$ cat src/rtl/ssnf_pkg.sv
// Shared types, constants and helpers for the seven-segment number formatter.
// No dependencies.
package ssnf_pkg;

    localparam int unsigned NUM_SLOTS = 6;
    localparam logic [3:0] FIRST_SLOT_POS = 4'd3;
    localparam logic [3:0] LAST_POS = 4'd8;

    localparam logic OP_NUMBER = 1'b0;
    localparam logic OP_PAIRS = 1'b1;

    typedef logic [NUM_SLOTS-1:0][3:0] ssnf_slots_t;

    // Word between conversion stages: {bcd[19:0], binary[15:0]} plus pair digits.
    typedef struct packed {
        logic        op;
        logic [35:0] work;
        ssnf_slots_t pair_digits;
    } ssnf_stage_t;

    // Word handed to the frame serializer.
    typedef struct packed {
        logic [3:0]  start_pos;
        ssnf_slots_t slots;
    } ssnf_frame_t;

    function automatic logic [7:0] seg_of_digit(input logic [3:0] d);
        logic [7:0] s;
        case (d)
            4'd0: s = 8'h3f;
            4'd1: s = 8'h06;
            4'd2: s = 8'h5b;
            4'd3: s = 8'h4f;
            4'd4: s = 8'h66;
            4'd5: s = 8'h6d;
            4'd6: s = 8'h7d;
            4'd7: s = 8'h07;
            4'd8: s = 8'h7f;
            4'd9: s = 8'h6f;
            default: s = 8'h00;
        endcase
        return s;
    endfunction

    // One shift-add-3 step over the five BCD digits.
    function automatic logic [35:0] dabble_step(input logic [35:0] w);
        logic [35:0] a;
        a = w;
        for (int j = 0; j < 5; j++)
        begin
            if (a[16 + 4*j +: 4] >= 4'd5)
                a[16 + 4*j +: 4] = a[16 + 4*j +: 4] + 4'd3;
        end
        return {a[34:0], 1'b0};
    endfunction

    function automatic logic [35:0] dabble4(input logic [35:0] w);
        logic [35:0] a;
        a = w;
        for (int k = 0; k < 4; k++)
        begin
            a = dabble_step(a);
        end
        return a;
    endfunction

    // Saturate to 99 and split into {tens, units}; tens via x*205 >> 11.
    function automatic logic [7:0] split_pair(input logic [7:0] v);
        logic [6:0]  sat;
        logic [14:0] prod;
        logic [3:0]  tens;
        logic [6:0]  units;
        sat = (v > 8'd99) ? 7'd99 : v[6:0];
        prod = 15'(sat) * 15'd205;
        tens = prod[14:11];
        units = sat - 7'(tens) * 7'd10;
        return {tens, units[3:0]};
    endfunction

endpackage

$ cat src/rtl/seven_segment_number_formatter_unit.sv
// Top level of the seven-segment number formatter: conversion pipeline and frame serializer.
// Depends on ssnf_pkg.
//
// A request (start high while busy is low) is turned into 1 to 6 digit frames, one per
// cycle, each marked by strobe for a single cycle; the receiver cannot hold frames off.
// A request passes through four conversion stages, then the serializer, before its first
// frame appears. Requests may be issued in consecutive cycles; the pipeline buffers up to
// four of them, and the serializer then sets the sustained rate: one request per run of
// frames, whose frame count is 1 to 5 in number mode and 5 or 6 in pair mode. busy
// rises only when all conversion stages are full behind a request still emitting frames.
module seven_segment_number_formatter_unit
    import ssnf_pkg::*;
(
    input  logic        clk,
    input  logic        rst_n,
    input  logic        start,
    output logic        busy,
    input  logic        op,
    input  logic [15:0] number_value,
    input  logic [7:0]  first_pair,
    input  logic [7:0]  second_pair,
    input  logic [7:0]  third_pair,
    output logic        strobe,
    output logic [7:0]  segment_code,
    output logic [7:0]  digit_select,
    output logic [3:0]  position,
    output logic        last
);

    logic        s1_valid_reg, s2_valid_reg, s3_valid_reg, s4_valid_reg, ser_valid_reg;
    ssnf_stage_t s1_reg, s2_reg, s3_reg;
    ssnf_stage_t s1_next, s2_next, s3_next;
    ssnf_frame_t s4_reg, s4_next;
    logic [3:0]  pos_reg;
    ssnf_slots_t slots_reg;

    logic s1_ready, s2_ready, s3_ready, s4_ready;
    logic ser_last, ser_load, accept;

    assign ser_last = (pos_reg == LAST_POS);
    assign ser_load = !ser_valid_reg || ser_last;
    assign s4_ready = !s4_valid_reg || ser_load;
    assign s3_ready = !s3_valid_reg || s4_ready;
    assign s2_ready = !s2_valid_reg || s3_ready;
    assign s1_ready = !s1_valid_reg || s2_ready;
    assign busy = !s1_ready;
    assign accept = start && !busy;

    // Stage 1: capture, pair split, first four conversion steps
    always_comb
    begin
        s1_next.op = op;
        s1_next.work = dabble4({20'd0, number_value});
        {s1_next.pair_digits[0], s1_next.pair_digits[1]} = split_pair(first_pair);
        {s1_next.pair_digits[2], s1_next.pair_digits[3]} = split_pair(second_pair);
        {s1_next.pair_digits[4], s1_next.pair_digits[5]} = split_pair(third_pair);
    end

    always_comb
    begin
        s2_next = s1_reg;
        s2_next.work = dabble4(s1_reg.work);
        s3_next = s2_reg;
        s3_next.work = dabble4(s2_reg.work);
    end

    // Stage 4: last steps, digit slots for positions 3..8 and first shown position
    always_comb
    begin
        logic [35:0] w;
        w = dabble4(s3_reg.work);
        if (s3_reg.op == OP_PAIRS)
        begin
            s4_next.slots = s3_reg.pair_digits;
            s4_next.start_pos = (s3_reg.pair_digits[0] != 4'd0) ? 4'd3 : 4'd4;
        end
        else
        begin
            s4_next.slots[0] = 4'd0;
            for (int i = 0; i < 5; i++)
            begin
                s4_next.slots[i+1] = w[32 - 4*i +: 4];
            end
            if (w[35:32] != 4'd0)
                s4_next.start_pos = 4'd4;
            else if (w[31:28] != 4'd0)
                s4_next.start_pos = 4'd5;
            else if (w[27:24] != 4'd0)
                s4_next.start_pos = 4'd6;
            else if (w[23:20] != 4'd0)
                s4_next.start_pos = 4'd7;
            else
                s4_next.start_pos = LAST_POS;
        end
    end

    always_ff @(posedge clk or negedge rst_n)
    begin
        if (!rst_n)
        begin
            s1_valid_reg <= 1'b0;
            s2_valid_reg <= 1'b0;
            s3_valid_reg <= 1'b0;
            s4_valid_reg <= 1'b0;
            ser_valid_reg <= 1'b0;
            pos_reg <= LAST_POS;
        end
        else
        begin
            if (s1_ready)
                s1_valid_reg <= accept;
            if (s2_ready)
                s2_valid_reg <= s1_valid_reg;
            if (s3_ready)
                s3_valid_reg <= s2_valid_reg;
            if (s4_ready)
                s4_valid_reg <= s3_valid_reg;
            if (ser_load)
            begin
                ser_valid_reg <= s4_valid_reg;
                pos_reg <= s4_reg.start_pos;
            end
            else
                pos_reg <= pos_reg + 4'd1;
        end
    end

    always_ff @(posedge clk)
    begin
        if (s1_ready)
            s1_reg <= s1_next;
        if (s2_ready)
            s2_reg <= s2_next;
        if (s3_ready)
            s3_reg <= s3_next;
        if (s4_ready)
            s4_reg <= s4_next;
        if (ser_load)
            slots_reg <= s4_reg.slots;
    end

    logic [2:0] slot_off;
    logic [2:0] sel_bit;

    // positions 3..8 map to slots 0..5
    assign slot_off = pos_reg[2:0] - FIRST_SLOT_POS[2:0];
    assign sel_bit = pos_reg[2:0] - 3'd1;

    assign strobe = ser_valid_reg;
    assign segment_code = seg_of_digit(slots_reg[slot_off]);
    assign digit_select = ~(8'd1 << sel_bit);
    assign position = pos_reg;
    assign last = ser_last;

`ifndef NO_ASSERTIONS
    a_frames_contiguous: assert property (@(posedge clk) disable iff (!rst_n)
        strobe && !last |=> strobe)
        else $error("frame run broken before last frame");

    a_position_steps: assert property (@(posedge clk) disable iff (!rst_n)
        strobe && !last |=> position == $past(position) + 4'd1)
        else $error("position did not advance by one");

    a_last_at_right: assert property (@(posedge clk) disable iff (!rst_n)
        strobe |-> (last == (position == LAST_POS)) && position >= FIRST_SLOT_POS)
        else $error("last mark or position out of place");

    a_busy_full: assert property (@(posedge clk) disable iff (!rst_n)
        busy |-> s1_valid_reg && s2_valid_reg && s3_valid_reg && s4_valid_reg && strobe)
        else $error("busy raised while pipeline has room");
`endif

endmodule
$ cat config.mk
export PLATFORM = sky130hd
export DESIGN_NAME = seven_segment_number_formatter_unit
export DESIGN_NICKNAME = d
export VERILOG_FILES = /design/src/rtl/ssnf_pkg.sv /design/src/rtl/seven_segment_number_formatter_unit.sv
export SDC_FILE = /design/constraint.sdc
export NUM_CORES = 1
export LEC_CHECK = 0
export BUFFER_PORTS_ARGS = -buffer_cell sky130_fd_sc_hd__buf_2
export CORE_UTILIZATION = 49
export CTS_CLUSTER_SIZE = 10
export DETAILED_ROUTE_END_ITERATION = 16
export PLACE_DENSITY = 0.64
export SLEW_MARGIN = 25
export SYNTH_ARGS = -nofsm -noshare
export SYNTH_HDL_FRONTEND = slang
export SYNTH_SLANG_ARGS = --single-unit
$ cat constraint.sdc
create_clock -name clk -period 13.35 [get_ports clk]
set_input_delay 1.335 -clock clk [delete_from_list [all_inputs] [get_ports clk]]
set_output_delay 1.335 -clock clk [all_outputs]
set_load 0.005 [all_outputs]
# After elaboration in Yosys (flattened, before gate mapping)
# Memories as Yosys holds them, arrays and structs flattened.
# Cells that the tools add are included.
[word_totals] regBits=205 romBits=112 inputBits=44 out_inout_bits=23 wordCells=259 n_memories=1
[mem_list] name="(no name shown)" depth=16 width=7 read_ports=1 rd_clocked_by_memory_dff=0 wr=0 line_no="ssnf_pkg.sv:29" source="case (d)"
[classes] add_sub_neg=61 multipliers=6 magnitude_cmp=59 eq_ne=1 shift=1 mux=67 bitwise=1 reduce_logical=17
[ops] cell="$ge A4 B3 Y1 const B" count=50
[ops] cell="$mux W4" count=48
[ops] cell="$add A4 B2 Y4 const B" count=42
[ops] cell="$mul A7 B8 Y15 const B" count=3
[ops] cell="$mux W3" count=13
[ops] cell="$mux W28" count=1
[ops] cell="$add A3 B2 Y3 const B" count=8
[ops] cell="$gt A8 B7 Y1 const B" count=3
[ops] cell="$mux W7" count=3
[ops] cell="$reduce_bool A4 Y1" count=5
[ops] cell="$bmux W4 S3" count=1
[ops] cell="$mul A4 B3 Y3 const B" count=3
[ops] cell="$sub A4 B4 Y4" count=3
[ops] cell="$add A1 B2 Y3 const AB" count=3
[ops] cell="$ge A1 B3 Y1 const AB" count=3
[ops] cell="$not A8 Y8" count=1
[ops] cell="$shl A1 B3 Y8 const A" count=1
[ops] cell="$logic_not A1 Y1" count=6
[ops] cell="$logic_or A1 B1 Y1" count=5
[ops] cell="$add A3 B2 Y4 const B" count=1
[ops] cell="$add A4 B1 Y4 const B" count=1
[ops] cell="$eq A4 B4 Y1 const B" count=1
[ops] cell="$lt A3 B4 Y1 const B" count=1
[ops] cell="$add A1 B2 Y3 const B" count=1
[ops] cell="other kinds (6)" count=6

# Logic depth before layout (Yosys ltp)
# Gate-level depths: netlist (run 1).
[logic_depth] ltp_word=14 ltp_mapped=25 mapped_depth_nobuf=25

# Worst setup path before layout (run 1)
# No wires, ideal clock.
[synth_timing] kind="input-to-reg" from="input port first_pair[4]" to="register s1_reg[7] in the netlist's numbering, data pin" setup_time_ps=261 t_arrival_ps=5901 t_required_ps=13089 setup_slack_ps=7188 path_stages=21 path_buffers=0 path_cell_list="or3_1 a31oi_1 and2_1 ha_1 ha_1 fa_1 inv_1 fa_1 inv_1 ha_1 nand2_1 o21bai_1 a21o_1 a21oi_1 o21ai_0 xor2_1 ha_1 fa_1 xor2_1 xnor2_1 xnor2_1"
[synth_lines] item="start: declaration" line_no="seven_segment_number_formatter_unit.sv:20" source="input logic [7:0] first_pair,"
[synth_lines] item="end signal: assignment" line_no="seven_segment_number_formatter_unit.sv:131" source="s1_reg <= s1_next;"
[synth_lines] item="end: declaration" line_no="seven_segment_number_formatter_unit.sv:31" source="ssnf_stage_t s1_reg, s2_reg, s3_reg;"

==> results of run 1 <==
-- metal layers --
| layer | vias to the layer above | track usage | part of all wire |
|---|---|---|---|
| li1 | 4448 | - | - |
| met1 | 3941 | 0.215 | 0.49 |
| met2 | 89 | 0.293 | 0.48 |
| met3 | 13 | 0.0227 | 0.019 |
| met4 | 0 | 0.0427 | 0.0094 |
| met5 | - | 0 | 0 |
-- path summary, 6_finish.rpt --
| path | endpoint | slack [ns] |
|---|---|---|
| worst max-delay path | s1_reg[7] | 7.17 |
| worst min-delay path | s3_reg[22] | 0.41 |
| min in group asynchronous | s4_valid_reg | 0.73 |
| worst max register to register | s4_reg[25] | 7.77 |
| worst min register to register | s3_reg[22] | 0.41 |
| max in group asynchronous | position[3] | 12.38 |
-- layout make-up --
| type | count | area, µm² | share of cell area |
|---|---|---|---|
| sequential | 190 | 5660 | 0.383 |
| clock inverter | 15 | 231 | 0.0157 |
| clock buffer | 17 | 425 | 0.0288 |
| tap | 341 | 427 | 0.0288 |
| inverter | 151 | 567 | 0.0383 |
| timing repair buffer | 71 | 370 | 0.0250 |
| multi-input combinational | 852 | 7110 | 0.481 |
-- kinds of logic (layout without fill, tap and decap cells) --
| kind of cell | after synthesis | count (layout) |
|---|---|---|
| xor+xnor | 64 | 64 |
| fa+ha+maj | 206 | 206 |
| flops | 190 | 190 |
| other cells | 1 | 1 |
| simple gates | 288 | 288 |
| compound gates | 233 | 233 |
| buf+inv | 163 | 254 |
| mux | 60 | 60 |
-- metrics by stage --
stage	worst slack [ns]	utilization	hold slack [ns]	cells	cell area (µm²)
6_report	7.17	0.550	0.410	1637	14800
5_1_grt	6.69	0.550	0.420	1637	14800
4_1_cts	7.16	0.550	0.410	1637	14800
3_5_place_dp	6.70	0.526	0.405	1605	14100
3_3_place_gp	6.80	0.526	0.401	1605	14100
2_1_floorplan	7.19	-	0.400	1205	13400
-- worst reg2reg max path, stage by stage (launching register included) --
cell and delay, ns:
edfxtp_1 0.51, inv_1 0.10, ha_1 0.27, and2b_4 0.23
nor3_1 0.05, a21oi_1 0.27, inv_1 0.14, ha_1 0.22
nor2_1 0.13, o31ai_2 0.11, xnor2_1 0.30, ha_1 0.26
nand2b_1 0.11, o311ai_0 0.14, o32ai_1 0.13, a22oi_1 0.33
nand2_1 0.11, xnor2_1 0.30, ha_1 0.31, nand2b_1 0.10
o21ai_0 0.14, a21bo_2 0.20, o311ai_1 0.14, a2111oi_0 0.56
o31ai_1 0.14
-- layout by cell type, fill, tap and decap left out, types with 7 or more instances in the layout --
master     Yosys  layout
xnor2_1       47      47
mux2i_1       35      35
a21oi_1       59      59
buf_2          4      65
nand2b_1      25      25
nor2b_1       18      18
o21ai_0       51      51
a31oi_1        9       9
a21o_1        14      14
edfxtp_1     181     181
or2_2         10      10
and3_1        11      11
a21boi_0       7       7
clkbuf_16      0      17
nor3_1        20      20
inv_1        149     147
ha_1         179     179
mux2_2        19      19
nand2_1       86      85
nor3b_1       10      10
fa_1          27      27
dfrtp_1        8       8
or3_1          7       7
xor2_1        17      17
o21a_1        11      11
and2_1        23      23
nor2_1        48      48
==> impl_metrics.tcl, run 1 <==
set metrics [dict create \
    synth_mux_area_frac 0.0516 \
    grt_pass1_vias 8233 \
    max_freq_mhz 162 \
    viasPerCell 5.19 \
    dr.pass1.iters 5 \
    via_count 8491 \
    cts.sinks 190 \
    yosys_warnings 0 \
    synth_edf_count 181 \
    path_delay_family "adder cells" \
    start_util 0.498 \
    area_growth_pct 10.5 \
    clk_latency_ns 0.44 \
    cp_common_cell "ha_1" \
    worstPathArrival_ns 6.36 \
    antenna_found_initial 0 \
    antenna_cells 0 \
    synth_top_area_frac 0.406 \
    synth_seq_area_share 0.423 \
    syn_area_mm2 0.0134 \
    rows 60 \
    reg2reg_depth 24 \
    synthFlopType "edfxtp_1" \
    synthArstFlopShare 0.0474 \
    netlist_top_cells_count "edfxtp_1, ha_1, inv_1" \
    synth_area_per_cell_um2 11.1 \
    largest_reg_flops 44 \
    required_ns 13.53 \
    cp_max_fo 9 \
    min_from "s2_reg[22]" \
    grt_first_pass_wirelength_um 37700 \
    maxCapViolations 0 \
    fp.dieArea_mm2 0.0280 \
    synth_cells 1205 \
    numCtsBuffers 17 \
    hpwlAfterDp_um 17300 \
    setup_viol 0 \
    ys_seq_elements 190 \
    cts.htree.levels 4 \
    gp_congestion 0.860 \
    track_usage 0.166 \
    cp-startpoint "first_pair[4]" \
    finalWirelength_um 22000 \
    holdBufCountCts 0 \
    timing.critical_path.cells "buf_2 > or3_1 > a31oi_1 > and2_1 > ha_1 > ha_1 > fa_1 > inv_1 > fa_1 > inv_1 > ha_1 > nand2_1 > o21bai_1 > a21o_1 > a21oi_1 > o21ai_0 > xor2_1 > ha_1 > fa_1 > xor2_1 > xnor2_1 > xnor2_1" \
    die_width_um 167 \
    synth.largest_area_cell "edfxtp_1" \
    critPathMaxStageDelay_ns 0.50 \
    fp.dieH_um 167 \
    path_class "in -> reg" \
    outcome "finished clean" \
    max_slew.worst_pin.slew_ns 0.816 \
    synth_area_leaders "edfxtp_1, ha_1, inv_1" \
    worstSetupEndpointType "register" \
    drc_errors 0 \
    synth_fa_ha_area_frac 0.208 \
    hold_viol 0 \
    layout-drive-gt1-share 0.130 \
    fin_crit_sh 0.463 \
    slew_headroom 0.451 \
    rsz0062_at_grt "false" \
    rr_startpoint "s3_reg[44]" \
    tritoncts "yes" \
    cts_root_buffer "clkbuf_16" \
    synth_most_common_cell "edfxtp_1" \
    grt_max_degree 47 \
    fillers 2330 \
    cts_max_path_buffers 2 \
    nNetsFinal 1533 \
    cp_slowest_cell "fa_1" \
    drv_slew 0 \
    clk_pin_slew_ns 0.08 \
    routedWlPerCell_um 13.4 \
    ant_nets 0 \
    hold_path.class "reg -> reg" \
    synthesis.nets 1455 \
    postCtsSetupBuffers 0 \
    synth-simple-area-share 0.112 \
    critPathBufInv 3 \
    gr-total-overflow 0 \
    ys_types 91 \
    ctsResizeCount 0 \
    core-area_mm2 0.0269 \
    synth_xor_xnor_area_share 0.0419 \
    crit_cells 22 \
    min_period_ns 6.18 \
    drt-initial-drc-count 294 \
    tns_ns 0 \
    start_kind "input port" \
    portBuffers 65 \
    min_delay_path_depth 0 \
    synth_top_family_by_area "adder cells" \
    synth-compound-area-share 0.117 \
    pin_count 67 \
    skew_ns 0.0203 \
]
Power of run 1 is left out: the tool's default activity adds up to more than one toggle a clock period on the data nets, which glitch-free logic cannot reach.
==> run 2: changes to the inputs <==
--- a/config.mk
+++ b/config.mk
@@ -9,7 +9,7 @@
 export CORE_UTILIZATION = 49
 export CTS_CLUSTER_SIZE = 10
 export DETAILED_ROUTE_END_ITERATION = 16
-export PLACE_DENSITY = 0.64
+export PLACE_DENSITY = 0.67
 export SLEW_MARGIN = 25
 export SYNTH_ARGS = -nofsm -noshare
 export SYNTH_HDL_FRONTEND = slang
==> constraint.sdc (replaced) <==
create_clock -name clk -period 5.1 [get_ports clk]
set_input_delay 0.51 -clock clk [delete_from_list [all_inputs] [get_ports clk]]
set_output_delay 0.51 -clock clk [all_outputs]
set_load 0.005 [all_outputs]
==> impl_metrics.tcl, run 2 (synthesized netlist as in run 1, its figures left out) <==
set metrics [dict create \
    outcome "finished clean" \
    routedWlPerCell_um 13.6 \
    drc_errors 0 \
    hpwlAfterDp_um 18400 \
    cts_root_buffer "clkbuf_16" \
    layout-drive-gt1-share 0.230 \
    fp.dieArea_mm2 0.0280 \
    dr.pass1.iters 4 \
    worstPathArrival_ns 5.08 \
    finalWirelength_um 23600 \
    clk_pin_slew_ns 0.08 \
    required_ns 5.28 \
    finalInstanceArea_mm2 0.0159 \
    tns_ns 0 \
    antenna_found_initial 0 \
    cts_max_path_buffers 2 \
    gr-total-overflow 0 \
    track_usage 0.175 \
    antenna_cells 0 \
    numCtsBuffers 17 \
    post-place-ws_ns -0.297 \
    timing.final.ws_setup_ns 0.195 \
    place_area_mm2 0.0148 \
    area_growth_pct 18.6 \
    min_delay_path_depth 1 \
    cts.htree.levels 4 \
    tritoncts "yes" \
    drt-initial-drc-count 315 \
    grt_pass1_vias 8914 \
    core-area_mm2 0.0269 \
    max_freq_mhz 204 \
    cts.sinks 190 \
    rows 60 \
    setup_viol 0 \
    start_util 0.498 \
    largest_reg_flops 44 \
    layout_common_cells "edfxtp_1, ha_1, inv_1" \
    nNetsFinal 1635 \
    start_kind "register" \
    gp_congestion 0.829 \
    pin_count 67 \
    fp.dieH_um 167 \
    via_count 9045 \
    grt_first_pass_wirelength_um 40200 \
    grt_max_degree 46 \
    reg2reg_depth 23 \
    path_class "reg -> reg" \
    slew_headroom 0.356 \
    worstSetupEndpointType "register" \
    viasPerCell 5.20 \
    maxCapViolations 0 \
    fin_crit_sh 0.962 \
    min_period_ns 4.91 \
    max_slew.worst_pin.slew_ns 0.960 \
    portBuffers 65 \
    drv_slew 0 \
    ant_nets 0 \
    hold_path.class "in -> reg" \
    die_width_um 167 \
    skew_ns 0.0143 \
    clk_latency_ns 0.44 \
    hold_viol 0 \
    cp_max_fo 5 \
    final_common_cell "edfxtp_1" \
]
## run 2: path summary, 6_finish.rpt
path,start,endpoint,slack [ns]
setup / recovery,s3_reg[44],s4_reg[26],0.19
hold / removal,number_value[10],s1_reg[38],0.25
setup reg to reg,s3_reg[44],s4_reg[26],0.19
hold reg to reg,s2_reg[7],s3_reg[7],0.42
max in group asynchronous,rst_n,position[3],4.40
min in group asynchronous,rst_n,s2_valid_reg,0.45
## run 2: through the flow
stage	util	instances	hold WS (ns)
6_report	0.590	1739	0.248
4_1_cts	0.579	1731	0.229
3_5_place_dp	0.552	1697	0.377
5_1_grt	0.590	1739	0.224
3_3_place_gp	0.552	1697	0.372
2_1_floorplan	-	1205	0.214
## run 2: per-layer routing
| layer | GRT usage | vias up | part of all wire |
|---|---|---|---|
| li1 | - | 4659 | - |
| met1 | 0.218 | 4242 | 0.46 |
| met2 | 0.320 | 118 | 0.50 |
| met3 | 0.0217 | 26 | 0.020 |
| met4 | 0.0471 | 0 | 0.013 |
| met5 | 0 | - | 0 |
## run 2: cell type report
cell class	count	area, µm²
Clock buffer	17	425
Clock inverter	15	228
Fill cell	2216	11000
Inverter	151	567
Multi-Input combinational cell	852	7420
Sequential cell	190	5660
Tap cell	341	427
Timing Repair Buffer	173	1140
## run 2: what timing repair did
item,4_1_cts,5_1_grt
pin swaps,3,20
hold buffers,1,0
resized for setup,9,51
endpoints found under the hold margin,8,0
setup buffers,1,8
endpoints found under the setup margin,4,6
## run 2: critical path, stage by stage (launching register included)
cell,delay (ns)
edfxtp_1,0.42
inv_1,0.06
ha_1,0.22
and2b_4,0.18
buf_4,0.15
a2bb2oi_1,0.16
a211o_1,0.37
and3_4,0.20
or2_4,0.25
inv_2,0.07
ha_2,0.16
nand2b_4,0.13
o311ai_2,0.12
o32ai_2,0.28
a22oi_2,0.14
nand2_1,0.10
xnor2_1,0.11
buf_4,0.15
ha_4,0.14
inv_1,0.06
a2111oi_4,0.40
o311ai_4,0.12
or2_1,0.27
o41a_1,0.41
Power of run 2 is left out for the same reason.
